[config.mk]
export PLATFORM = sky130hd
export DESIGN_NAME = nars_queue
export DESIGN_NICKNAME = d
export VERILOG_FILES = /design/src/rtl/nars_pkg.sv /design/src/rtl/nars_queue.sv
export SDC_FILE = /design/constraint.sdc
export NUM_CORES = 1
export LEC_CHECK = 0
export ABC_AREA = 1
export ABC_CLOCK_PERIOD_IN_PS = 5200
export BUFFER_PORTS_ARGS = -buffer_cell sky130_fd_sc_hd__buf_4
export CORE_ASPECT_RATIO = 0.7
export CORE_MARGIN = 5
export CORE_UTILIZATION = 40
export CTS_BUF_LIST = sky130_fd_sc_hd__clkbuf_4
export DETAILED_ROUTE_END_ITERATION = 7
export PLACE_DENSITY = 0.66
export SLEW_MARGIN = 0
export SYNTH_ARGS = -nofsm -noshare
export SYNTH_HDL_FRONTEND = slang
export SYNTH_SLANG_ARGS = --single-unit
[constraint.sdc]
create_clock -name clk -period 5.2 [get_ports clk]
set_clock_uncertainty 0.05 [all_clocks]
set_input_delay 0.26 -clock clk [delete_from_list [all_inputs] [get_ports clk]]
set_output_delay 0.26 -clock clk [all_outputs]
set_load 0.005 [all_outputs]
[src/rtl/nars_pkg.sv]
// Shared types, constants and field widths of the eight-neighbour relaxation core.
package nars_pkg;

	// Grid geometry limits
	localparam int MAX_WIDTH   = 1024;
	localparam int MAX_HEIGHT  = 4096;
	localparam int MIN_DIM     = 3;
	localparam int COL_BITS    = 10;
	localparam int ROW_BITS    = 12;
	localparam int WIDTH_BITS  = 11;
	localparam int HEIGHT_BITS = 13;
	localparam int CFG_BITS    = 13;

	// Cell value format: signed Q8.8
	localparam int VAL_BITS = 16;
	localparam int NBR      = 8;
	localparam int SUM_BITS = VAL_BITS + 3;

	// Rounded division by 3, 5 or 8 as multiply by reciprocal, then shift
	localparam int RECIP_SHIFT = 20;
	localparam int RECIP_BITS  = 19;
	localparam int PROD_BITS   = SUM_BITS + RECIP_BITS;
	localparam int QUOT_BITS   = PROD_BITS - RECIP_SHIFT;
	localparam logic [RECIP_BITS-1:0] RECIP_3 = 19'd349526;
	localparam logic [RECIP_BITS-1:0] RECIP_5 = 19'd209716;
	localparam logic [RECIP_BITS-1:0] RECIP_8 = 19'd131072;

	// Job queue between front and back
	localparam int QDEPTH    = 4;
	localparam int QPTR_BITS = 2;
	localparam int QCNT_BITS = 3;

	// Stream payload widths
	localparam int IN_TDATA_BITS  = 16;
	localparam int OUT_TDATA_BITS = 40;
	localparam int OUT_PAD_BITS   = OUT_TDATA_BITS - VAL_BITS - COL_BITS - ROW_BITS;

	typedef enum logic {
		OP_CELL  = 1'b0,
		OP_DRAIN = 1'b1
	} nars_op_t;

	typedef enum logic {
		REG_GRID_WIDTH  = 1'b0,
		REG_GRID_HEIGHT = 1'b1
	} nars_reg_t;

	typedef enum logic [1:0] {
		DIV_BY_8 = 2'd0,
		DIV_BY_5 = 2'd1,
		DIV_BY_3 = 2'd2
	} nars_div_t;

	typedef logic signed [VAL_BITS-1:0] nars_val_t;

	// Position and frame marker of one result
	typedef struct packed {
		logic [COL_BITS-1:0] column;
		logic [ROW_BITS-1:0] row;
		logic                last;
	} nars_tag_t;

	// One averaging job: neighbours in raster order around the centre
	typedef struct packed {
		nars_val_t [NBR-1:0] nbr;
		logic [NBR-1:0]      mask;
		nars_div_t           div;
		nars_tag_t           tag;
	} nars_job_t;

endpackage

[src/rtl/nars_queue.sv]
// Short job queue that decouples the front part from the averaging back part.
module nars_queue (
	input  logic                           clk,
	input  logic                           arst_n,
	input  logic                           push,
	input  nars_pkg::nars_job_t            push_job,
	input  logic                           pop,
	output logic                           head_valid,
	output nars_pkg::nars_job_t            head_job,
	output logic [nars_pkg::QCNT_BITS-1:0] count
);

	nars_pkg::nars_job_t             entry_q [nars_pkg::QDEPTH];
	logic [nars_pkg::QPTR_BITS-1:0]  wr_ptr_q;
	logic [nars_pkg::QPTR_BITS-1:0]  rd_ptr_q;
	logic [nars_pkg::QCNT_BITS-1:0]  count_q;

	assign head_valid = count_q != '0;
	assign head_job   = entry_q[rd_ptr_q];
	assign count      = count_q;

	// Track pointers and fill level
	always_ff @(posedge clk or negedge arst_n) begin
		if (!arst_n) begin
			wr_ptr_q <= '0;
			rd_ptr_q <= '0;
			count_q  <= '0;
		end else begin
			if (push) begin
				wr_ptr_q <= wr_ptr_q + nars_pkg::QPTR_BITS'(1);
			end
			if (pop) begin
				rd_ptr_q <= rd_ptr_q + nars_pkg::QPTR_BITS'(1);
			end
			if (push && !pop) begin
				count_q <= count_q + nars_pkg::QCNT_BITS'(1);
			end else if (pop && !push) begin
				count_q <= count_q - nars_pkg::QCNT_BITS'(1);
			end
		end
	end

	// Store the pushed job
	always_ff @(posedge clk) begin
		if (push) begin
			entry_q[wr_ptr_q] <= push_job;
		end
	end

`ifndef NO_ASSERTIONS
	a_no_overflow: assert property (@(posedge clk) disable iff (!arst_n)
		(push && !pop) |-> (count_q != nars_pkg::QCNT_BITS'(nars_pkg::QDEPTH)))
		else $error("job queue overflow");
	a_no_underflow: assert property (@(posedge clk) disable iff (!arst_n)
		pop |-> (count_q != '0))
		else $error("job queue underflow");
`endif

endmodule

==> results of run 1 <==
==> final timing paths <==
check,from,end,slack (ns),cells past startpoint
min,arst_n,wr_ptr_q[1],0.21,3
max in group asynchronous,arst_n,rd_ptr_q[1],4.60,3
min in group clk,push,count[0],0.24,4
max reg2reg,wr_ptr_q[0],entry_q[0][36],2.88,5
min reg2reg,count[2],count[2],0.45,2
max,rd_ptr_q[1],head_job[96],1.31,5
==> layout make-up <==
cell class / count / area, um2 / share of cell area
Clock inverter: 49 / 307 / 0.00886
Multi-Input combinational cell: 833 / 4670 / 0.135
Tap cell: 880 / 1100 / 0.0318
Clock buffer: 227 / 1700 / 0.0492
Timing Repair Buffer: 678 / 6010 / 0.174
Inverter: 334 / 1280 / 0.0369
Sequential cell: 651 / 19500 / 0.564
Antenna cell: 9 / 22.5 / 0.000651
==> registers in the layout, indices dropped and copies added, names as in the netlist <==
register / flops
entry_q: 644
wr_ptr_q: 2
count: 3
rd_ptr_q: 2
==> per-layer routing <==
metal / vias up / wire (um) / track usage
met5: - / 0 / 0
met2: 563 / 30800 / 0.287
met3: 119 / 4240 / 0.0486
met1: 8366 / 25700 / 0.216
li1: 8311 / - / -
met4: 0 / 1370 / 0.0668
==> Yosys cell counts, drive strengths merged <==
| cell | instances | area (um2) |
|---|---|---|
| o21ai | 1 | 5.00 |
| clkbuf | 8 | 30.0 |
| fa | 1 | 20.0 |
| nand3 | 1 | 5.00 |
| nor2 | 1 | 3.75 |
| xnor2 | 1 | 8.76 |
| o211ai | 322 | 2670 |
| xor2 | 3 | 26.3 |
| ha | 5 | 62.6 |
| buf | 100 | 967 |
| nand4 | 1 | 6.26 |
| edfxtp | 644 | 19300 |
| nand2 | 497 | 1870 |
| dfrtp | 7 | 175 |
| inv | 334 | 1260 |
==> power by group through the flow <==
stage / registers (W) / clock network [W] / logic [W]
5_1_grt: 0.00736 / 0.00465 / 0.00690
3_5_place_dp: 0.00739 / 0 / 0.00612
2_1_floorplan: 0.00729 / 0 / 0.00389
3_3_place_gp: 0.00736 / 0 / 0.00606
6_report: 0.00727 / 0.00420 / 0.00626
4_1_cts: 0.00728 / 0.00434 / 0.00634
==> worst min-delay path, delay by kind of cell <==
family / cells / cell delay (ns)
buffers and inverters: 3 / 1.38
==> timing repair <==
action,4_1_cts,5_1_grt
setup endpoints to repair,0,0
hold endpoints to repair,885,0
hold buffers,328,0
gates resized for setup,0,0
==> logic make-up (layout without fill, tap and decap cells) <==
group	count (synthesis)	after routing
and+or+nand+nor	500	500
buffers and inverters	442	1288
AOI/OAI and AO/OA	323	323
adders and majority gates	6	6
xor gates and xnor gates	4	4
other	0	9
DFF	651	651
==> through the flow <==
step                area [um2]  instances
floorplan                26400       1926
global placement         29300       3048
CTS                      34600       3652
finish                   34600       3661
detailed placement       29300       3048
global route             34600       3661
==> metrics.cfg, run 1 <==
[timing]
tns_ns=0
timing.hold.ws_ns=0.214
final_hold_viol_count=0
setup_viol=0
maxSlewViolCount=0
worstMarginPinSlew_ns=1.07
fin_crit_ns=3.89
rsz0062_at_grt=false
relSlewSlack=0.289
finalCritPeriodShare=0.749
timing.final.ws_setup_ns=1.31
clock.fmax_mhz=257

[layout]
most-common-layout-cells=644 x edfxtp_1, 497 x nand2_1, 342 x buf_4
fillers=5324
area_growth_pct=30.9
final_util=0.532
nets=2829
drive_above_1_share=0.234
final_common_cell=edfxtp_1

[clock_network]
cts.reportedPaths.clkPinSlew_ns=0.07
insertion_delay_ns=0.97
cts.sinks=651
clockBufferDepth=3
htreeDepth=4
cts_tree=done
post_cts.repair.setup_buffers=0
cts_buffers=160
root_buffer=clkbuf_4

[logic_synthesis]
synthesis.nets=2097
synth.distinct_cells=20
yosysSeqAreaShare=0.738
synth_warnings=0
synth_cells=1926
synth.area.mux_share=0
synth_xor_area_frac=0.00133
synth-seq-cells=651
synth_top_family_by_area=compound AO/OA/AOI/OAI gates
synth_adder_area_share=0.00312
syn-mean-instance-area_um2=13.7
synthSimpleGateAreaFrac=0.0711
synth-compound-area-share=0.101
synthesis.area_um2=26400

[routing]
drc=0
vias=17400
firstDrtPassIters=6
viasPerCell=4.74
drt-initial-drc-count=1232
postRouteWirelength_um=62100
wire_per_inst_um=17.0
ant_nets=0

[floorplanning]
start_util=0.406
dieArea_um2=71400
pin_count=330
die_w_um=317
fp-row-count=78
core-area_um2=65100
die_h_um=225

[pwr]
pwr_density_cell_nw_per_um2=513
peakVddDrop_uv=493
clkPwrFrac=0.237
combPwrFrac=0.353
pwr-share-seq=0.410
p_sw_frac=0.344
p_sw_w=0.00610
power.leakage_nw=13.9
intPower_w=0.0116
finalPower_w=0.0177

[setup_path]
worst_setup_path_end_kind=output port
max_stage_delay_ns=0.87
path_cells=inv_6 > buf_12 > o211ai_2 > nand2_1 > buf_4
crit_buf_inv=3
critPathKind=reg2out
crit_fanout=103
crit_family=buffers and inverters
worstPathArrival_ns=3.58
required_ns=4.89
slowest_stage=inv_6
worstSetupStartpointType=flip-flop

[placed_design]
place_hpwl_um=34900
place.gp.congestion=0.750
dp_slack_ns=2.32
portBuffers=329

[global_routing]
grt_pass1_wl_um=96400
grt_max_degree=127
antenna_found_initial=2
overflow=0
grt_usage=0.173
grt_pass1_vias=17900

[run]
drv_cap=0

[hold_path]
hold_class=in2async

[outcome]
outcome=completed

(Power assumes the default switching activity.)
==> run 2: changes to the inputs <==
Settings changed: ABC_AREA 1 to 0, ABC_CLOCK_PERIOD_IN_PS 5200 to 3800.
Clock period 5.2 ns to 3.8 ns, I/O delays scaled along.
==> metrics.cfg, run 2 <==
[outcome]
outcome=completed  ; unchanged

[logic_synthesis]
yosysSeqAreaShare=0.828  ; was 0.738
synth_largest_area_cell=edfxtp_1  ; unchanged
synthesis.area_um2=23600  ; was 26,400 um2
synth-seq-cells=651  ; unchanged
synthesis.nets=1045  ; was 2,097
synth_cells=874  ; was 1,926
synth_warnings=0  ; unchanged
yosysMostFrequentCell=edfxtp_1  ; unchanged
async_reset_ff_frac=0.0108  ; unchanged
ys.flop_type=edfxtp_1  ; unchanged
ys_top_cells_by_area=edfxtp_1 82%, mux4_2 15%, dfrtp_1 0.74%, buf_6 0.43%, buf_2 0.40%  ; was edfxtp_1 73%, o211ai_1 7.7%, nand2_1 7.1%, inv_1 4.7%, buf_6 2.6%
synth_edf_count=644  ; unchanged
synth_top_area_frac=0.820  ; was 0.731
synth.distinct_cells=19  ; was 20
syn-mean-instance-area_um2=27.0  ; was 13.7 um2
synthTopCellsByCount=644 x edfxtp_1, 161 x mux4_2, 19 x buf_2  ; was 644 x edfxtp_1, 497 x nand2_1, 333 x inv_1

[clock_network]
clockBufferDepth=3  ; unchanged
cts_resized=0  ; unchanged
cts_buffers=154  ; was 160
htreeDepth=4  ; unchanged
insertion_delay_ns=0.95  ; was 0.97 ns
cts.sinks=651  ; unchanged
cts.reportedPaths.clkPinSlew_ns=0.06  ; was 0.07 ns
cts_tree=done  ; unchanged
root_buffer=clkbuf_4  ; unchanged

[setup_path]
startpoint=rd_ptr_q[0]  ; was rd_ptr_q[1]
worstPathArrival_ns=2.88  ; was 3.58 ns
reg2reg_slack_ns=1.66  ; was 2.88 ns
worstReg2RegEnd=entry_q[0][145]  ; was entry_q[0][36]
required_ns=3.56  ; was 4.89 ns
worst_setup_path_end_kind=output port  ; unchanged
critPathCapture=head_job[58]  ; was head_job[96]
critPathKind=reg2out  ; unchanged
crit_fanout=52  ; was 103
worstSetupStartpointType=flip-flop  ; unchanged
rr_worst_depth=4  ; was 5
r2r_start=wr_ptr_q[0]  ; unchanged

[routing]
ant_nets=0  ; unchanged
drt-initial-drc-count=662  ; was 1,232
postRouteWirelength_um=52000  ; was 62,100 um
firstDrtPassIters=5  ; was 6
viasPerCell=4.83  ; was 4.74
vias=12300  ; was 17,400
wire_per_inst_um=20.3  ; was 17.0 um
drc=0  ; unchanged

[run]
drv_cap=0  ; unchanged

[layout]
area_growth_pct=37.8  ; was 30.9%
drive_above_1_share=0.431  ; was 0.234
largest_reg_flops=644  ; unchanged
regArea_um2=19500  ; unchanged
nets=1847  ; was 2,829
regMostFlops=entry_q  ; unchanged
final_common_cell=edfxtp_1  ; unchanged
fillers=4416  ; was 5,324
most-common-layout-cells=644 x edfxtp_1, 338 x buf_4, 328 x dlygate4sd3_1  ; was 644 x edfxtp_1, 497 x nand2_1, 342 x buf_4
postLayoutCellArea_um2=32500  ; was 34,600 um2
multi_input_area_um2=3830  ; was 4670 um2

[global_routing]
grt_pass1_wl_um=79900  ; was 96,400 um
overflow=0  ; unchanged
grt_util_met1=0.197  ; was 0.216
grt-busiest-layer=met2  ; unchanged
antenna_found_initial=6  ; was 2
grt_pass1_vias=14200  ; was 17,900
grt_usage=0.165  ; was 0.173
met2_usage=0.281  ; was 0.287
global_route.usage.met3=0.0579  ; was 0.0486
grt_max_degree=76  ; was 127

[floorplanning]
dieArea_um2=64000  ; was 71,400 um2
die_w_um=300  ; was 317 um
pin_count=330  ; unchanged
start_util=0.404  ; was 0.406
die_h_um=213  ; was 225 um
fp-row-count=74  ; was 78
core-area_um2=58300  ; was 65,100 um2

[placed_design]
place_area_um2=27200  ; was 29,300 um2
place_hpwl_um=29000  ; was 34,900 um
portBuffers=329  ; unchanged
place.gp.congestion=0.699  ; was 0.750

[pwr]
pwr_density_cell_nw_per_um2=690  ; was 513 nW/um2
power.leakage_nw=11.5  ; was 13.9 nW
finalPower_w=0.0224  ; was 0.0177 W
peakVddDrop_uv=397  ; was 493 uV

[timing]
setup_viol=0  ; unchanged
clock.fmax_mhz=320
final_hold_viol_count=0  ; unchanged
fin_crit_ns=3.12
worstMarginPinSlew_ns=0.855  ; was 1.07 ns
maxSlewViolCount=0  ; unchanged
finalCritPeriodShare=0.822
tns_ns=0  ; unchanged
relSlewSlack=0.430  ; was 0.289
rsz0062_at_grt=false  ; unchanged

[hold_path]
hold_class=in2async  ; unchanged

-- run 2: cell types whose count changed in the layout (fill, tap and decap cells not counted), moves of 5 or more --
cell / delta
buf_12: +8
clkinv_1: -16
inv_1: -325
inv_6: -5
mux4_2: +161
nand2_1: -495
o211ai_1: -272
o211ai_2: -50
-- run 2: repair_timing --
action	CTS	global route
hold endpoints to repair	800	0
endpoints found under the setup margin	0	0
setup buffers	0	0
hold buffers	328	0
-- run 2: final cells by class --
type | count | share of cell area
inverters | 4 | 0.000462
flip-flops and latches | 651 | 0.601
multi-input cells | 183 | 0.118
repair buffers | 682 | 0.189
clock inverters | 34 | 0.00859
diodes | 9 | 0.000693
well taps | 760 | 0.0293
clock buffers | 231 | 0.0534
-- run 2: layer usage --
metal  vias up  wire length, um
met1      6385            20700
met5         -               13
met4         2              949
met2       351            26700
li1       5539                -
met3        71             3630
-- run 2: through the flow --
step | instances | setup WS, ns | util | hold WS, ns
4_1_cts | 2545 | 0.486 | 0.557 | 0.00227
3_3_place_gp | 1952 | 1.62 | 0.466 | -0.0389
6_report | 2554 | 0.677 | 0.557 | 0.164
5_1_grt | 2553 | 0.434 | 0.557 | 0.0864
2_1_floorplan | 874 | 0.713 | - | -0.156
3_5_place_dp | 1952 | 1.61 | 0.466 | -0.0380
-- run 2: power breakdown --
part	leakage [nW]	internal, W	switching, W
Sequential	6.00	0.00937	0.000418
Clock	1.19	0.00311	0.00267
Combinational	4.28	0.00372	0.00313
Total	11.5	0.0162	0.00621
-- run 2: critical path: stages, from the launching register on --
cell	delay, ns
dfrtp_4	0.68
buf_12	0.39
mux4_2	0.60
buf_4	0.16
-- run 2: logic make-up (layout without fill, tap and decap cells) --
kind of cell | count (synthesis) | in the layout | synth area share
and+or+nand+nor | 8 | 8 | 0.00180
other | 0 | 9 | 0
AOI/OAI and AO/OA | 1 | 1 | 0.000212
buffers and inverters | 40 | 951 | 0.0104
muxes | 162 | 162 | 0.154
xor gates and xnor gates | 6 | 6 | 0.00223
DFF | 651 | 651 | 0.828
adders and majority gates | 6 | 6 | 0.00350
-- run 2: how the worst min path moves through the flow --
stage	endpoint	from
finish	wr_ptr_q[0]	arst_n
global route	count[0]	push
CTS	count[0]	push
detailed placement	count[2]	arst_n
global placement	count[2]	arst_n
floorplan	count[0]	arst_n
==> run 3: changes to the inputs <==
Settings changed: ABC_AREA 0 to 1, ABC_CLOCK_PERIOD_IN_PS 3800 to 3100.
Clock period 3.8 ns to 3.1 ns, I/O delays scaled along.
==> metrics.cfg, run 3 (synthesis gave the netlist of run 1 again) <==
[global_routing]
grt_usage=0.170  ; was 0.165
antenna_found_initial=5  ; was 6
overflow=0  ; unchanged
grt_max_degree=162  ; was 76
grt_pass1_vias=17900  ; was 14,200
grt_pass1_wl_um=95000  ; was 79,900 um

[setup_path]
required_ns=2.89  ; was 3.56 ns
crit_family=buffers and inverters  ; was flip-flops
path_cells=buf_12 > o211ai_1 > nand2_1 > buf_4  ; was buf_12 > mux4_2 > buf_4
worstSetupStartpointType=flip-flop  ; unchanged
crit_buf_inv=2  ; unchanged
slowest_stage=buf_12  ; was dfrtp_4
crit_fanout=161  ; was 52
worstPathArrival_ns=2.71  ; was 2.88 ns
worst_setup_path_end_kind=output port  ; unchanged
critPathKind=reg2out  ; unchanged
max_stage_delay_ns=0.62  ; was 0.68 ns

[pwr]
peakVddDrop_uv=957  ; was 397 uV
pwr_density_cell_nw_per_um2=860  ; was 690 nW/um2
power.leakage_nw=14.1  ; was 11.5 nW
finalPower_w=0.0301  ; was 0.0224 W

[routing]
drc=0  ; unchanged
postRouteWirelength_um=60700  ; was 52,000 um
viasPerCell=4.69  ; was 4.83
ant_nets=0  ; unchanged
wire_per_inst_um=16.5  ; was 20.3 um
drt-initial-drc-count=1087  ; was 662
firstDrtPassIters=5  ; unchanged
vias=17300  ; was 12,300

[timing]
finalCritPeriodShare=0.942
clock.fmax_mhz=343
maxSlewViolCount=0  ; unchanged
final_hold_viol_count=0  ; unchanged
fin_crit_ns=2.92
relSlewSlack=0.353  ; was 0.430
timing.final.ws_setup_ns=0.181  ; was 0.677 ns
worstMarginPinSlew_ns=0.971  ; was 0.855 ns
setup_viol=0  ; unchanged

[clock_network]
clockBufferDepth=3  ; unchanged
cts_buffers=159  ; was 154
htreeDepth=4  ; unchanged
cts.reportedPaths.clkPinSlew_ns=0.07  ; was 0.06 ns
cts_tree=done  ; unchanged
root_buffer=clkbuf_4  ; unchanged
insertion_delay_ns=0.96  ; was 0.95 ns
cts.sinks=651  ; unchanged

[floorplanning]
start_util=0.406  ; was 0.404
die_h_um=225  ; was 213 um
die_w_um=317  ; was 300 um
dieArea_um2=71400  ; was 64,000 um2
pin_count=330  ; unchanged
fp-row-count=78  ; was 74
core-area_um2=65100  ; was 58,300 um2

[layout]
regMostFlops=entry_q  ; unchanged
fillers=5272  ; was 4,416
largest_reg_flops=644  ; unchanged
drive_above_1_share=0.246  ; was 0.431
most-common-layout-cells=644 x edfxtp_1, 493 x nand2_1, 360 x buf_4  ; was 644 x edfxtp_1, 338 x buf_4, 328 x dlygate4sd3_1
nets=2860  ; was 1,847
postLayoutCellArea_um2=35000  ; was 32,500 um2
regArea_um2=19500  ; unchanged
area_growth_pct=32.5  ; was 37.8%
final_common_cell=edfxtp_1  ; unchanged
multi_input_area_um2=4690  ; was 3830 um2

[hold_path]
hold_class=in2reg  ; was in2async

[placed_design]
place_hpwl_um=33800  ; was 29,000 um
place_area_um2=29700  ; was 27,200 um2
place.gp.congestion=0.738  ; was 0.699
dp_slack_ns=0.931  ; was 1.61 ns
portBuffers=329  ; unchanged

[run]
drv_cap=0  ; unchanged

[outcome]
outcome=completed  ; unchanged

## run 3: cell types whose count changed in the layout (fill, tap and decap cells not counted), sizes merged, moves of 3 or more
cell / delta
clkbuf: -9
and2: -4
o211ai: +322
clkinv: +8
buf: +27
clkinvlp: +3
mux4: -161
nand2: +495
inv: +326
## run 3: power breakdown
group	leakage (nW)	switching (W)	internal (W)	total [W]
clock network	1.19	0.00331	0.00379	0.00710
logic	6.95	0.00643	0.00468	0.0111
registers	6.00	0.000439	0.0115	0.0119
## run 3: stage by stage
stage                     instances  hold WS [ns]  setup TNS [ns]  utilization
final                          3681         0.189               0        0.538
after global routing           3681        0.0947          -0.229        0.538
after CTS                      3671        0.0458               0        0.538
after detailed placement       3077       -0.0692               0        0.456
after global placement         3077       -0.0725               0        0.456
after floorplan                1926        -0.191         -261.70            -
## run 3: timing repair
item / 4_1_cts / 5_1_grt
hold buffers: 329 / 0
buffers inserted: 1 / 1
endpoints found under the setup margin: 50 / 1
resized for setup: 2 / 0
hold endpoints to repair: 744 / 0
## run 3: worst paths after layout
path                             startpoint              to  slack (ns)  depth (start not counted)
worst max-delay path            rd_ptr_q[1]   head_job[119]        0.18                          4
worst min-delay path                    pop        count[0]        0.19                          5
worst max register to register  wr_ptr_q[0]  entry_q[0][82]        1.00                          5
worst min register to register     count[2]        count[2]        0.48                          2
max in group asynchronous            arst_n     rd_ptr_q[1]        1.98                          4
min in group asynchronous            arst_n        count[0]        0.70                          4
## run 3: final cells by class
| type | count | area share |
|---|---|---|
| multi-input cells | 833 | 0.134 |
| well taps | 880 | 0.0314 |
| clock buffers | 222 | 0.0476 |
| clock inverters | 42 | 0.00993 |
| repair buffers | 710 | 0.183 |
| flip-flops and latches | 651 | 0.557 |
| inverters | 334 | 0.0364 |
| diodes | 9 | 0.000643 |
## run 3: routing by layer
metal | vias to the layer above | part of all wire | global-route usage
li1 | 8368 | - | -
met1 | 8355 | 0.41 | 0.208
met2 | 451 | 0.51 | 0.293
met3 | 95 | 0.061 | 0.0452
met4 | 2 | 0.017 | 0.0599
met5 | - | 0.00018 | 0
## run 3: tightest hold or removal path, stage by stage
cell and delay, ns:
dlygate4sd3_1 0.55, buf_4 0.14, inv_1 0.07, ha_1 0.17, xnor2_1 0.07
