[src/rtl/nars_pkg.sv]
// Shared types, constants and field widths of the eight-neighbour relaxation core.
package nars_pkg;

	// Grid geometry limits
	localparam int MAX_WIDTH   = 1024;
	localparam int MAX_HEIGHT  = 4096;
	localparam int MIN_DIM     = 3;
	localparam int COL_BITS    = 10;
	localparam int ROW_BITS    = 12;
	localparam int WIDTH_BITS  = 11;
	localparam int HEIGHT_BITS = 13;
	localparam int CFG_BITS    = 13;

	// Cell value format: signed Q8.8
	localparam int VAL_BITS = 16;
	localparam int NBR      = 8;
	localparam int SUM_BITS = VAL_BITS + 3;

	// Rounded division by 3, 5 or 8 as multiply by reciprocal, then shift
	localparam int RECIP_SHIFT = 20;
	localparam int RECIP_BITS  = 19;
	localparam int PROD_BITS   = SUM_BITS + RECIP_BITS;
	localparam int QUOT_BITS   = PROD_BITS - RECIP_SHIFT;
	localparam logic [RECIP_BITS-1:0] RECIP_3 = 19'd349526;
	localparam logic [RECIP_BITS-1:0] RECIP_5 = 19'd209716;
	localparam logic [RECIP_BITS-1:0] RECIP_8 = 19'd131072;

	// Job queue between front and back
	localparam int QDEPTH    = 4;
	localparam int QPTR_BITS = 2;
	localparam int QCNT_BITS = 3;

	// Stream payload widths
	localparam int IN_TDATA_BITS  = 16;
	localparam int OUT_TDATA_BITS = 40;
	localparam int OUT_PAD_BITS   = OUT_TDATA_BITS - VAL_BITS - COL_BITS - ROW_BITS;

	typedef enum logic {
		OP_CELL  = 1'b0,
		OP_DRAIN = 1'b1
	} nars_op_t;

	typedef enum logic {
		REG_GRID_WIDTH  = 1'b0,
		REG_GRID_HEIGHT = 1'b1
	} nars_reg_t;

	typedef enum logic [1:0] {
		DIV_BY_8 = 2'd0,
		DIV_BY_5 = 2'd1,
		DIV_BY_3 = 2'd2
	} nars_div_t;

	typedef logic signed [VAL_BITS-1:0] nars_val_t;

	// Position and frame marker of one result
	typedef struct packed {
		logic [COL_BITS-1:0] column;
		logic [ROW_BITS-1:0] row;
		logic                last;
	} nars_tag_t;

	// One averaging job: neighbours in raster order around the centre
	typedef struct packed {
		nars_val_t [NBR-1:0] nbr;
		logic [NBR-1:0]      mask;
		nars_div_t           div;
		nars_tag_t           tag;
	} nars_job_t;

endpackage

[src/rtl/nars_back.sv]
// Back part: masked neighbour sum, rounded division by 3, 5 or 8, result register.
module nars_back (
	input  logic                                clk,
	input  logic                                arst_n,
	input  logic                                head_valid,
	input  nars_pkg::nars_job_t                 head_job,
	output logic                                pop,
	output logic                                m_tvalid,
	input  logic                                m_tready,
	output logic [nars_pkg::OUT_TDATA_BITS-1:0] m_tdata,
	output logic                                m_tlast
);

	logic                                  en;
	logic signed [nars_pkg::SUM_BITS-1:0]  sum0;

	logic                                  valid_s1;
	logic signed [nars_pkg::SUM_BITS-1:0]  sum_s1;
	nars_pkg::nars_div_t                   div_s1;
	nars_pkg::nars_tag_t                   tag_s1;

	logic                                  valid_s2;
	logic                                  neg_s2;
	logic [nars_pkg::SUM_BITS-1:0]         y_s2;
	logic [nars_pkg::RECIP_BITS-1:0]       recip_s2;
	nars_pkg::nars_tag_t                   tag_s2;

	logic                                  valid_s3;
	logic                                  neg_s3;
	logic [nars_pkg::PROD_BITS-1:0]        prod_s3;
	nars_pkg::nars_tag_t                   tag_s3;

	logic [nars_pkg::SUM_BITS-1:0]         mag1;
	logic [nars_pkg::SUM_BITS-1:0]         bias1;
	logic [nars_pkg::RECIP_BITS-1:0]       recip1;
	logic [nars_pkg::QUOT_BITS-1:0]        quot3;
	logic [nars_pkg::QUOT_BITS-1:0]        mean3;

	logic                                  m_tvalid_q;
	logic [nars_pkg::OUT_TDATA_BITS-1:0]   m_tdata_q;
	logic                                  m_tlast_q;

	// Advance the whole pipeline unless a result waits on the receiver
	assign en  = !m_tvalid_q || m_tready;
	assign pop = en && head_valid;

	// Sum the neighbours that exist
	always_comb begin
		sum0 = '0;
		for (int i = 0; i < nars_pkg::NBR; i++) begin
			if (head_job.mask[i]) begin
				sum0 = sum0 + nars_pkg::SUM_BITS'($signed(head_job.nbr[i]));
			end
		end
	end

	// Magnitude plus half the divisor, and the reciprocal to apply
	always_comb begin
		mag1 = sum_s1[nars_pkg::SUM_BITS-1] ? (~sum_s1 + nars_pkg::SUM_BITS'(1)) : sum_s1;
		case (div_s1)
			nars_pkg::DIV_BY_8: begin
				bias1  = nars_pkg::SUM_BITS'(4);
				recip1 = nars_pkg::RECIP_8;
			end
			nars_pkg::DIV_BY_5: begin
				bias1  = nars_pkg::SUM_BITS'(2);
				recip1 = nars_pkg::RECIP_5;
			end
			nars_pkg::DIV_BY_3: begin
				bias1  = nars_pkg::SUM_BITS'(1);
				recip1 = nars_pkg::RECIP_3;
			end
			default: begin
				bias1  = nars_pkg::SUM_BITS'(4);
				recip1 = nars_pkg::RECIP_8;
			end
		endcase
	end

	// Quotient from the product, sign restored
	always_comb begin
		quot3 = prod_s3[nars_pkg::PROD_BITS-1:nars_pkg::RECIP_SHIFT];
		mean3 = neg_s3 ? (~quot3 + nars_pkg::QUOT_BITS'(1)) : quot3;
	end

	// Pipeline valid bits and the result valid
	always_ff @(posedge clk or negedge arst_n) begin
		if (!arst_n) begin
			valid_s1   <= 1'b0;
			valid_s2   <= 1'b0;
			valid_s3   <= 1'b0;
			m_tvalid_q <= 1'b0;
		end else if (en) begin
			valid_s1   <= pop;
			valid_s2   <= valid_s1;
			valid_s3   <= valid_s2;
			m_tvalid_q <= valid_s3;
		end
	end

	// Pipeline payload
	always_ff @(posedge clk) begin
		if (en) begin
			sum_s1    <= sum0;
			div_s1    <= head_job.div;
			tag_s1    <= head_job.tag;
			neg_s2    <= sum_s1[nars_pkg::SUM_BITS-1];
			y_s2      <= mag1 + bias1;
			recip_s2  <= recip1;
			tag_s2    <= tag_s1;
			neg_s3    <= neg_s2;
			prod_s3   <= nars_pkg::PROD_BITS'(y_s2) * nars_pkg::PROD_BITS'(recip_s2);
			tag_s3    <= tag_s2;
			m_tdata_q <= {{nars_pkg::OUT_PAD_BITS{1'b0}}, tag_s3.row, tag_s3.column,
			              mean3[nars_pkg::VAL_BITS-1:0]};
			m_tlast_q <= tag_s3.last;
		end
	end

	assign m_tvalid = m_tvalid_q;
	assign m_tdata  = m_tdata_q;
	assign m_tlast  = m_tlast_q;

endmodule

[config.mk]
export PLATFORM = sky130hd
export DESIGN_NAME = nars_back
export DESIGN_NICKNAME = d
export VERILOG_FILES = /design/src/rtl/nars_pkg.sv /design/src/rtl/nars_back.sv
export SDC_FILE = /design/constraint.sdc
export NUM_CORES = 1
export LEC_CHECK = 0
export BUFFER_PORTS_ARGS = -buffer_cell sky130_fd_sc_hd__buf_2
export CAP_MARGIN = 30
export CORE_MARGIN = 5
export CORE_UTILIZATION = 33
export DETAILED_ROUTE_END_ITERATION = 16
export PLACE_DENSITY = 0.56
export SYNTH_ARGS = -nofsm -noshare
export SYNTH_HDL_FRONTEND = slang
export SYNTH_SLANG_ARGS = --single-unit
[constraint.sdc]
create_clock -name clk -period 17.15 [get_ports clk]
set_clock_uncertainty 0.2 [all_clocks]
set_input_delay 2.5725 -clock clk [delete_from_list [all_inputs] [get_ports clk]]
set_output_delay 2.5725 -clock clk [all_outputs]
set_load 0.05 [all_outputs]
==> run summary, run 1 <==
By area, the combinational part of the netlist is dominated by adder cells. The critical path is of the input port to flip-flop type. The biggest fanout along the worst timing path was 28.

The critical path's largest stage delay works out to 0.83 ns. The number of global-route vias before repair was 17810. Compared with the post-synthesis result, the final layout area differs by 11.43%.

Grouping stages by cell kind, the critical path spends the most delay in compound AO/OA/AOI/OAI gates. The tools report the total detailed-routing wirelength as 56240 um. The number of cells on the worst reg-to-reg path is 21. The leading register cell type out of synthesis was sky130_fd_sc_hd__edfxtp_1. The area share of and/or/nand/nor cells after synthesis is 0.1143, and the worst setup slack after layout is 3.148 ns. In this run the register-to-register setup slack is 9.60 ns. The cell sitting at the root of the clock tree is a sky130_fd_sc_hd__clkbuf_16. The tools report the endpoint required time on the critical path as 17.14 ns.

The share of synthesized cell area in full adder, half adder and majority cells is 0.3581. The core region is 0.06704 mm^2. Sorting the synthesized cells by how often they occur yields sky130_fd_sc_hd__inv_1, sky130_fd_sc_hd__ha_1, sky130_fd_sc_hd__fa_1. The number of port buffers was 205; the initial detailed-routing violation count was 735.

The number of vias per cell was 4.970. The starting density of the core is 0.3317, and the clock insertion delay at the later pin of the skew report is 0.44 ns. Sequential area share after synthesis: 0.2341. The routed wirelength normalized by instance count works out to 16.83 um.

Entering global routing, the biggest net connects 67 pins. The clock net in this run drives a total of 174 sinks. In this run the remaining antenna-violating nets after routing total 0. The synthesized-area fraction occupied by xor and xnor cells is 0.06600, and the proportion of layout cells with a drive suffix above 1 is 0.1219. The routed layout has 16610 vias.

The area enclosed by the die boundary came out at 0.07267 mm^2. From left edge to right edge, the die measures 269.6 um. For the number of buffers created by CTS, the log shows 17.

Combined global-route utilization of all metal layers: 0.1548. The tools report the end of the worst register-to-register path as prod_s3[35]$_DFFE_PN_. TritonCTS built the clock tree.

The initial antenna violation count was 17. The synthesized design contains 170 enable-type register cells. The run gives 0 as the DRC violations left. The run gives 0 ns as the sum of negative setup slack. The run gives 0 as the post-cts gate resize count. The max capacitance violation total is 0, and the top-area cell type share of the netlist area is 0.2296. Clock slew seen by the registers of the worst setup and hold paths: 0.07 ns. The number of different library cells in the post-synthesis netlist is 81. For the wire length of the first global-routing pass, the log shows 92210 um. Data arrives at the worst endpoint at 13.99 ns. Derived from the worst setup path, the maximum achievable clock frequency is 71.42 MHz. Compound-gate portion of the synthesized area: 0.1335.

The fraction of registers with async set or reset after synthesis works out to 0.02299. Yosys printed 0 warnings. The most numerous cell on the critical path is sky130_fd_sc_hd__ha_1.

The die height came out at 269.6 um. The logic depth of the worst path, buffers included was 50; the total half-perimeter wirelength after legalization and detailed placement was 48250 um. After synthesis the cells add up to 0.02224 mm^2. Averaged over all synthesized cells, the footprint is 9.787 um^2. The total overflow reported by the global router is 0, and the number of cells in the finished layout apart from fillers is 3341.

The critical path starts at head_job[25]. The initialized floorplan defines 95 standard-cell rows. The multiplexer share of the synthesized area came out at 0.02532.

The worst-case setup slack after placement came out at 2.923 ns. CTS built an H-tree with a depth of 4. The cell at the slowest stage of the critical path was sky130_fd_sc_hd__a2111oi_0.

The run gives 0 as the number of max-slew violations in the final report. The tools report the critical path capture point type as a flip-flop. The synthesized design spends more area on one cell type than any other, namely sky130_fd_sc_hd__edfxtp_1.

Path category of the worst min-delay check: flip-flop to flip-flop. In the post-synthesis netlist, the cell with the most instances is sky130_fd_sc_hd__inv_1. The most critical setup path has its endpoint at sum_s1[17]$_DFFE_PN_. The total count of hold-check failures in the final report is 0. In this run the post-CTS setup repair buffer count came out at 0.

Part of the cycle the worst path needs: 0.8165. Before antenna repair, the detailed router went through 5 iterations. Setup repair after global routing left no endpoint under its margin.

Counting along the longest clock path gives a buffer depth of 2. Counting tap cells, the placed design contains a total of 3302 instances. The count of buffer and inverter cells on the critical path came out at 1.

During I/O placement, the number of pins put on the boundary was 208. The tools report the final net count as 3128. STA classifies the critical path startpoint as an input port. Cts-stage hold buffer count: 0. Setup violations remaining at the end of the flow were counted as 0.

Synthesis produced 2272 cells. By area the synthesized netlist is led by sky130_fd_sc_hd__edfxtp_1, sky130_fd_sc_hd__fa_1, sky130_fd_sc_hd__ha_1. The pin slew with the least headroom to its limit is 0.9307 ns. The congestion estimate from routability-driven global placement came to 0.9503. The run finished with clean final reports.

The worst path needs 14.00 ns of the cycle, external delays included. Worst slew margin relative to its limit: 0.3635. The startpoint identified for the worst register-to-register timing path is recip_s2[14]$_DFFE_PN_. The synthesized design contains 174 register bits.
-- worst min-delay path by stage --
stage / from / cells past startpoint / to
after floorplan: tag_s3[13]$_DFFE_PN_ / 0 / m_tdata[16]$_DFFE_PN_
after global placement: tag_s2[20]$_DFFE_PN_ / 0 / tag_s3[20]$_DFFE_PN_
after detailed placement: tag_s3[1]$_DFFE_PN_ / 0 / m_tdata[26]$_DFFE_PN_
after CTS: tag_s1[0]$_DFFE_PN_ / 0 / tag_s2[0]$_DFFE_PN_
after global routing: tag_s3[21]$_DFFE_PN_ / 0 / m_tdata[24]$_DFFE_PN_
final: tag_s2[1]$_DFFE_PN_ / 0 / tag_s3[1]$_DFFE_PN_
-- flip-flops by register name, summed over array words and instances (netlist names) --
| name | flops |
|---|---|
| div_s1 | 2 |
| m_tdata | 38 |
| m_tlast | 1 |
| m_tvalid | 1 |
| neg_s2 | 1 |
| neg_s3 | 1 |
| prod_s3 | 16 |
| recip_s2 | 4 |
| sum_s1 | 19 |
| tag_s1 | 23 |
| tag_s2 | 23 |
| tag_s3 | 23 |
| valid_s1 | 1 |
| valid_s2 | 1 |
| valid_s3 | 1 |
| y_s2 | 19 |
-- cell type report --
type / count / area, um^2
antenna: 7 / 17.52
timing repair buffer: 209 / 1056
sequential: 174 / 5205
clock buffer: 18 / 429.2
fill: 6774 / 42260
clock inverter: 14 / 148.9
multi-input combinational: 1697 / 15520
inverter: 349 / 1310
tap: 873 / 1092
-- logic make-up after synthesis --
group | after synthesis
compound gates | 444
simple gates | 518
flops | 174
fa+ha+maj | 516
buf+inv | 402
xor+xnor | 166
mux | 51
other cells | 1
-- metal layers --
| layer | track usage | up-vias | wire, um |
|---|---|---|---|
| li1 | - | 8171 | - |
| met1 | 0.1879 | 8026 | 24020 |
| met2 | 0.2846 | 322 | 28440 |
| met3 | 0.02809 | 72 | 2494 |
| met4 | 0.03685 | 14 | 1207 |
| met5 | 0 | - | 83 |
-- cells in the final DEF, fill, tap and decap left out, drive strengths merged, types with 6 or more instances in the layout --
cell	count
o21a	36
ha	314
fa	201
nand2	154
buf	209
o211ai	8
a21oi	112
or2	7
or3	15
xor2	55
and2	75
and3	15
a2111oi	6
a31oi	8
or4	7
inv	354
nand4	6
nand2b	30
clkinv	7
nor2b	18
diode	7
a31o	6
xnor2	110
nand3	29
o21bai	6
mux2i	9
o21ai	94
a21o	48
a21boi	8
a22o	6
mux2	42
clkbuf	18
a211o	6
o31ai	18
o41ai	7
a211oi	16
nor2	107
nor4	6
nor3	36
edfxtp	170
-- worst register-to-register path, delay by kind of cell, from the launching register on --
| family | cells | cell delay, ns |
|---|---|---|
| DFF | 1 | 0.75 |
| xor gates and xnor gates | 1 | 0.11 |
| and+or+nand+nor | 2 | 0.61 |
| adders and majority gates | 7 | 3.20 |
| buffers and inverters | 3 | 0.26 |
| AOI/OAI and AO/OA | 8 | 2.14 |
-- metrics by stage --
stage                     utilization  hold slack, ns  instance area [um^2]
after global routing           0.3694          0.2109                 24770
after detailed placement       0.3607          0.2045                 24180
after floorplan                     -          0.2003                 22240
final                          0.3696          0.2140                 24780
after CTS                      0.3693          0.2088                 24760
after global placement         0.3607          0.2002                 24180
Power of run 1 is left out: the tool's default activity adds up to more than one toggle a clock period on the data nets, which glitch-free logic cannot reach.
==> run 2: changes to the inputs <==
Clock period 17.15 ns to 13.8 ns, I/O delays scaled along.
==> run 2 against run 1 <==
Against the previous run: flip-flop and latch count stayed put; sequential share of layout area is 0.080 points lower; highest routed layer unchanged; first-iteration DRC count is 2.9% lower; register-to-register slack worse by 3.3 ns; utilization is 0.14 points higher; design area is 0.38% higher; wire length hardly changed; setup slack worse by 2.4 ns; critical path type unchanged; critical endpoint is now sum_s1[18]$_DFFE_PN_; die area stayed put; clock-buffer cell count is 1 higher.
==> run summary, run 2 (synthesis results as in run 1) <==
The run finished with clean final reports. Final RePlAce weighted congestion: 0.9233 (was 0.9503). The startpoint of the lowest-slack register-to-register path is recip_s2[16]$_SDFFCE_PN0N_ (was recip_s2[14]$_DFFE_PN_).

The run gives 0 (unchanged) as the total overflow reported by the global router. The data arrival time of the worst path came out at 13.05 ns (was 13.99 ns). The tools report the number of setup violations in the final report as 0 (unchanged). The critical path capture point type was a flip-flop (unchanged).

Area enclosed by the die boundary: 0.07267 mm^2 (unchanged). The tools report the total setup buffers inserted after CTS as 0 (unchanged). TritonCTS built the clock tree. For the total half-perimeter wirelength after legalization and detailed placement, the log shows 48440 um (was 48250 um). The path category of the worst min-delay check is flip-flop to flip-flop (unchanged).

The flip-flop count of the largest register, all copies and words added is 38 (unchanged). The floorplan die width is 269.6 um (unchanged), and the initial detailed-routing violation count is 714 (was 735). The DRC violations left is 0 (unchanged). The run gives 2 (unchanged) as the worst-case clock buffer depth.

The most common cell after layout, fill and taps aside is sky130_fd_sc_hd__inv_1 (unchanged). The worst hold path startpoint was tag_s1[12]$_DFFE_PN_ (was tag_s2[1]$_DFFE_PN_). The number of global-route vias before repair was 17990 (was 17810). Destination of the worst hold path: tag_s2[12]$_DFFE_PN_ (was tag_s3[1]$_DFFE_PN_).

The tools report the area of the core region as 0.06704 mm^2 (unchanged). The library cell used as clock root buffer was sky130_fd_sc_hd__clkbuf_16 (unchanged). The clock insertion delay at the later pin of the skew report is 0.44 ns (about the same), and the count of nets left with antenna violations after detail routing is 0 (unchanged). The starting density of the core was 0.3317 (unchanged); the area of combinational cells with multiple inputs was 0.01554 mm^2 (was 0.01552 mm^2). The total count of hold-check failures in the final report is 0 (unchanged).

The number of port buffers was 205 (unchanged); the number of core rows was 95 (unchanged). The biggest fanout along the worst timing path is 16 (was 28). The cell at the slowest stage of the critical path is sky130_fd_sc_hd__o31ai_2 (was sky130_fd_sc_hd__a2111oi_0). The time the final worst path needs with I/O delays and setup is 13.08 ns, and the endpoint required time on the critical path is 13.78 ns (was 17.14 ns).

The number of levels the H-tree was split into was 4 (unchanged). Most used cells in the layout excluding fill and tap cells: sky130_fd_sc_hd__inv_1, sky130_fd_sc_hd__ha_1, sky130_fd_sc_hd__buf_2 (unchanged). The run gives 0.3453 (was 0.3635) as the worst slew margin relative to its limit. The count of cells along the worst hold path was 0 (unchanged); the number of buffers created by CTS was 17 (unchanged). Critical path's largest stage delay: 0.47 ns (was 0.83 ns). The logs give 0 (unchanged) for the number of max-slew violations in the final report and 174 (unchanged) for the number of clock sinks. Total detailed-routing wirelength: 56200 um (was 56240 um). The pin count of the biggest net entering global routing was 80 (was 67).

Startpoint class of the critical path: an input port (unchanged). The first-pass iteration count of the detailed router was 5 (unchanged); the wire length of the first global-routing pass was 91850 um (was 92210 um). The number of cells on the worst reg-to-reg path is 21 (unchanged), and the layout-stage area growth over the synthesis result is 11.86% (was 11.43%). Cts-stage hold buffer count: 0 (unchanged). The sum of negative setup slack is 0 ns (unchanged), and the pin slew with the least headroom to its limit is 0.9820 ns (was 0.9307 ns). Storage element area: 0.005205 mm^2 (unchanged). The tools report the combined global-route utilization of all metal layers as 0.1543 (was 0.1548).

The most numerous cell on the critical path was sky130_fd_sc_hd__ha_1 (unchanged). The path type of the worst setup path was input port to flip-flop (unchanged). The overall via count from detail_route is 16570 (was 16610), and the clock slew seen by the registers of the worst setup and hold paths is 0.07 ns (about the same). The final net count was 3130 (was 3128). Setup repair after global routing left no endpoint under its margin. End of the worst register-to-register path: prod_s3[35]$_DFFE_PN_ (unchanged). Die height: 269.6 um (unchanged).

The part of the cycle the worst path needs was 0.9475; the setup slack of the worst register-to-register path was 6.32 ns (was 9.60 ns). The initial antenna violation count is 19 (was 17). The routed wirelength normalized by instance count is 16.81 um (was 16.83 um), and the I/O pin count is 208 (unchanged).

The tools report the achievable frequency as 76.48 MHz. The max capacitance violation total is 0 (unchanged), and the proportion of layout cells with a drive suffix above 1 is 0.1242 (was 0.1219). The filler cell count in the final layout was 6821 (was 6774); the number of vias per cell was 4.955 (was 4.970).
-- run 2: cell types whose count changed in the layout (fill, tap and decap cells not counted), moves of 2 or more --
cell / before / now
sky130_fd_sc_hd__bufinv_16: 0 / 3
sky130_fd_sc_hd__inv_8: 4 / 2
sky130_fd_sc_hd__clkinv_8: 3 / 1
sky130_fd_sc_hd__inv_6: 2 / 6
sky130_fd_sc_hd__buf_4: 4 / 6
sky130_fd_sc_hd__clkinvlp_4: 2 / 0
-- run 2: layout make-up --
class	instances	area share
Multi-Input combinational cell	1697	0.6248
Sequential cell	174	0.2093
Inverter	349	0.05267
Tap cell	873	0.04392
Timing Repair Buffer	211	0.04306
Clock buffer	19	0.01781
Clock inverter	13	0.007646
Antenna cell	8	0.0008049
-- run 2: through the flow --
stage	std cells	util	setup slack (ns)	hold WS, ns	area, um^2
floorplan	2273	-	1.112	0.2003	22240
global placement	3304	0.3609	0.4204	0.2002	24200
detailed placement	3304	0.3609	0.1414	0.2045	24200
CTS	3336	0.3704	0.5879	0.2170	24830
global route	3337	0.3708	0.008951	0.2244	24860
finish	3344	0.3710	0.7239	0.2142	24870
-- run 2: repair_timing --
action | CTS | global route
gates resized for setup | 0 | 4
hold endpoints to repair | 0 | 0
setup endpoints to repair | 0 | 2
-- run 2: metal layers --
metal,share of wire,vias to the layer above,GRT usage
li1,-,8181,-
met1,0.42,8031,0.1828
met2,0.51,266,0.2844
met3,0.046,71,0.03343
met4,0.021,20,0.03794
met5,0.0027,-,0
-- run 2: how the worst max path moves through the flow --
| stage | slack, ns | start | to | cells after the start |
|---|---|---|---|---|
| finish | 0.72 | head_job[25] | sum_s1[18]$_DFFE_PN_ | 48 |
| global route | 0.009 | head_job[25] | sum_s1[18]$_DFFE_PN_ | 52 |
| CTS | 0.59 | head_job[25] | sum_s1[18]$_DFFE_PN_ | 48 |
| detailed placement | 0.14 | head_job[25] | sum_s1[18]$_DFFE_PN_ | 48 |
| global placement | 0.42 | head_job[25] | sum_s1[18]$_DFFE_PN_ | 48 |
| floorplan | 1.11 | head_job[25] | sum_s1[18]$_DFFE_PN_ | 55 |
-- run 2: critical path: cells and delay by family --
kind	cells	cell delay (ns)
xor+xnor	3	0.59
fa+ha+maj	9	2.84
mux	1	0.31
simple gates	12	2.03
buf+inv	1	0.18
compound gates	22	5.02
Power of run 2 is left out for the same reason.
==> run 3: changes to the inputs <==
Settings changed: CORE_MARGIN 5 to 2.
==> run 3 against run 2 <==
Against the previous run: register-to-register slack lost 0.18 ns; non-clock buffer count is the same; wire length up 0.26%; first-iteration DRC count down 12%; fmax up 0.31%; die area shrank 4.4%; design area hardly changed; hold slack worse by 0.00087 ns; largest cell class unchanged; critical path depth did not move; sequential share of layout area about the same; via count increased by 0.56%; setup slack improved by 0.040 ns.
==> run summary, run 3 (synthesis results as in run 1) <==
Cell at the slowest stage of the critical path: sky130_fd_sc_hd__o41ai_1 (was sky130_fd_sc_hd__o31ai_2). Logic depth of the worst path, buffers included: 48 (unchanged). The endpoint required time on the critical path is 13.78 ns (about the same), and the storage element area is 0.005205 mm^2 (unchanged).

The cts-stage hold buffer count was 0 (unchanged). The setup slack of the worst register-to-register path came out at 6.14 ns (was 6.32 ns). Path type of the worst setup path: input port to flip-flop (unchanged). The number of cells on the worst reg-to-reg path works out to 20 (was 21). The time the final worst path needs with I/O delays and setup works out to 13.04 ns (was 13.08 ns).

The logs give 76.71 MHz (was 76.48 MHz) for the achievable frequency and 0.1646 (was 0.1543) for the combined global-route utilization of all metal layers. The startpoint class of the critical path was an input port (unchanged). Area of the core region: 0.06692 mm^2 (was 0.06704 mm^2). Number of cells in the finished layout apart from fillers: 3343 (was 3344). The number of port buffers is 205 (unchanged), and the critical path's largest stage delay is 0.52 ns (was 0.47 ns).

The number of vias per cell was 4.984 (was 4.955). The startpoint of the lowest-slack register-to-register path is recip_s2[14]$_DFFE_PN_ (was recip_s2[16]$_SDFFCE_PN0N_). The logs give 5 (unchanged) for the first-pass iteration count of the detailed router and 0 (unchanged) for the post-cts gate resize count.

The run finished with clean final reports. Pin slew with the least headroom to its limit: 0.9184 ns (was 0.9820 ns). The filler cell count in the final layout was 6684 (was 6821). The number of buffers created by CTS is 17 (unchanged), and the flip-flop count of the largest register, all copies and words added is 38 (unchanged). The run gives 0.9311 (was 0.9233) as the final RePlAce weighted congestion. The run gives 13.02 ns (was 13.05 ns) as the data arrival time of the worst path. The total count of hold-check failures in the final report was 0 (unchanged).

The wire length of the first global-routing pass was 91450 um (was 91850 um). The biggest fanout along the worst timing path works out to 16 (unchanged). The kind of cell with the highest combined delay on the critical path is compound AO/OA/AOI/OAI gates (unchanged).

The tools report the first element of the critical path as head_job[25] (unchanged). For the initial detailed-routing violation count, the log shows 628 (was 714). The worst hold path startpoint is tag_s1[17]$_DFFE_PN_ (was tag_s1[12]$_DFFE_PN_). The I/O pin count came out at 208 (unchanged). Setup repair after global routing left no endpoint under its margin.

Most used cells in the layout excluding fill and tap cells: sky130_fd_sc_hd__inv_1, sky130_fd_sc_hd__ha_1, sky130_fd_sc_hd__buf_2 (unchanged). The final net count is 3130 (unchanged). The area of combinational cells with multiple inputs came out at 0.01555 mm^2 (was 0.01554 mm^2). The number of setup violations in the final report is 0 (unchanged), and the starting density of the core is 0.3323 (was 0.3317). The end of the worst register-to-register path is prod_s3[35]$_DFFE_PN_ (unchanged). The clock slew seen by the registers of the worst setup and hold paths is 0.08 ns (was 0.07 ns). The tools report the overall via count from detail_route as 16660 (was 16570).

TritonCTS built the clock tree. The clock insertion delay at the later pin of the skew report is 0.44 ns (about the same), and the number of levels the H-tree was split into is 4 (unchanged). The proportion of layout cells with a drive suffix above 1 came out at 0.1255 (was 0.1242). For the DRC violations left, the log shows 0 (unchanged). The layout-stage area growth over the synthesis result was 11.83% (was 11.86%); the cell count after placement was 3304 (unchanged). The floorplan die width works out to 263.6 um (was 269.6 um). The logs give 0.3877 (was 0.3453) for the worst slew margin relative to its limit and 17800 (was 17990) for the number of global-route vias before repair.

The die height is 263.6 um (was 269.6 um), and the total overflow reported by the global router is 0 (unchanged). The tools report the destination of the worst hold path as tag_s2[17]$_DFFE_PN_ (was tag_s2[12]$_DFFE_PN_). Most common cell after layout, fill and taps aside: sky130_fd_sc_hd__inv_1 (unchanged). The area enclosed by the die boundary was 0.06947 mm^2 (was 0.07267 mm^2); the pin count of the biggest net entering global routing was 79 (was 80). The total half-perimeter wirelength after legalization and detailed placement is 48250 um (was 48440 um), and the count of nets left with antenna violations after detail routing is 0 (unchanged). The part of the cycle the worst path needs was 0.9446 (was 0.9475). The number of max-slew violations in the final report is 0 (unchanged). For the number of core rows, the log shows 95 (unchanged). The run gives 0 (unchanged) as the total setup buffers inserted after CTS. The most numerous cell on the critical path is sky130_fd_sc_hd__ha_1 (unchanged).

The run gives 56340 um (was 56200 um) as the total detailed-routing wirelength. The tools report the library cell used as clock root buffer as sky130_fd_sc_hd__clkbuf_16 (unchanged). The critical path capture point type is a flip-flop (unchanged). The tools report the max capacitance violation total as 0 (unchanged). The initial antenna violation count was 24 (was 19); the worst-case clock buffer depth was 2 (unchanged). The count of buffer and inverter cells on the critical path was 1 (unchanged); the sum of negative setup slack was 0 ns (unchanged). The path category of the worst min-delay check was flip-flop to flip-flop (unchanged). The routed wirelength normalized by instance count works out to 16.85 um (was 16.81 um). The count of cells along the worst hold path works out to 0 (unchanged).

The number of clock sinks came out at 174 (unchanged).
## run 3: cell types whose count changed in the layout (fill, tap and decap cells not counted), sizes merged
cell | before | now
bufinv | 3 | 0
clkbuf | 19 | 17
clkinvlp | 0 | 1
inv | 356 | 355
diode | 8 | 7
clkinv | 3 | 8
## run 3: area by class of cell
| type | instances | area share |
|---|---|---|
| timing repair buffer | 211 | 0.04388 |
| multi-input combinational | 1697 | 0.6254 |
| inverter | 349 | 0.05268 |
| sequential | 174 | 0.2093 |
| antenna | 7 | 0.0007044 |
| clock inverter | 15 | 0.006994 |
| clock buffer | 17 | 0.01711 |
| tap | 873 | 0.04393 |
## run 3: through the flow
step | util | cell area [um^2] | hold slack [ns] | worst slack, ns
after floorplan | - | 22240 | 0.2003 | 1.112
after global placement | 0.3615 | 24190 | 0.2001 | 0.4536
after detailed placement | 0.3619 | 24220 | 0.2045 | 0.1541
after CTS | 0.3708 | 24820 | 0.2154 | 0.5976
after global routing | 0.3714 | 24850 | 0.2200 | 0.03915
final | 0.3716 | 24870 | 0.2134 | 0.7641
## run 3: how the worst max path moves through the flow
stage                            to  slack [ns]
6_report       sum_s1[18]$_DFFE_PN_        0.76
5_1_grt        sum_s1[18]$_DFFE_PN_        0.04
4_1_cts        sum_s1[18]$_DFFE_PN_        0.60
3_5_place_dp   sum_s1[18]$_DFFE_PN_        0.15
3_3_place_gp   sum_s1[18]$_DFFE_PN_        0.45
2_1_floorplan  sum_s1[18]$_DFFE_PN_        1.11
## run 3: metal layers
layer,GRT usage,vias up,part of all wire
met5,0,-,0.0038
met4,0.04602,34,0.021
met3,0.03704,83,0.051
met2,0.3005,290,0.51
met1,0.1920,8075,0.42
li1,-,8180,-
Power of run 3 is left out for the same reason.
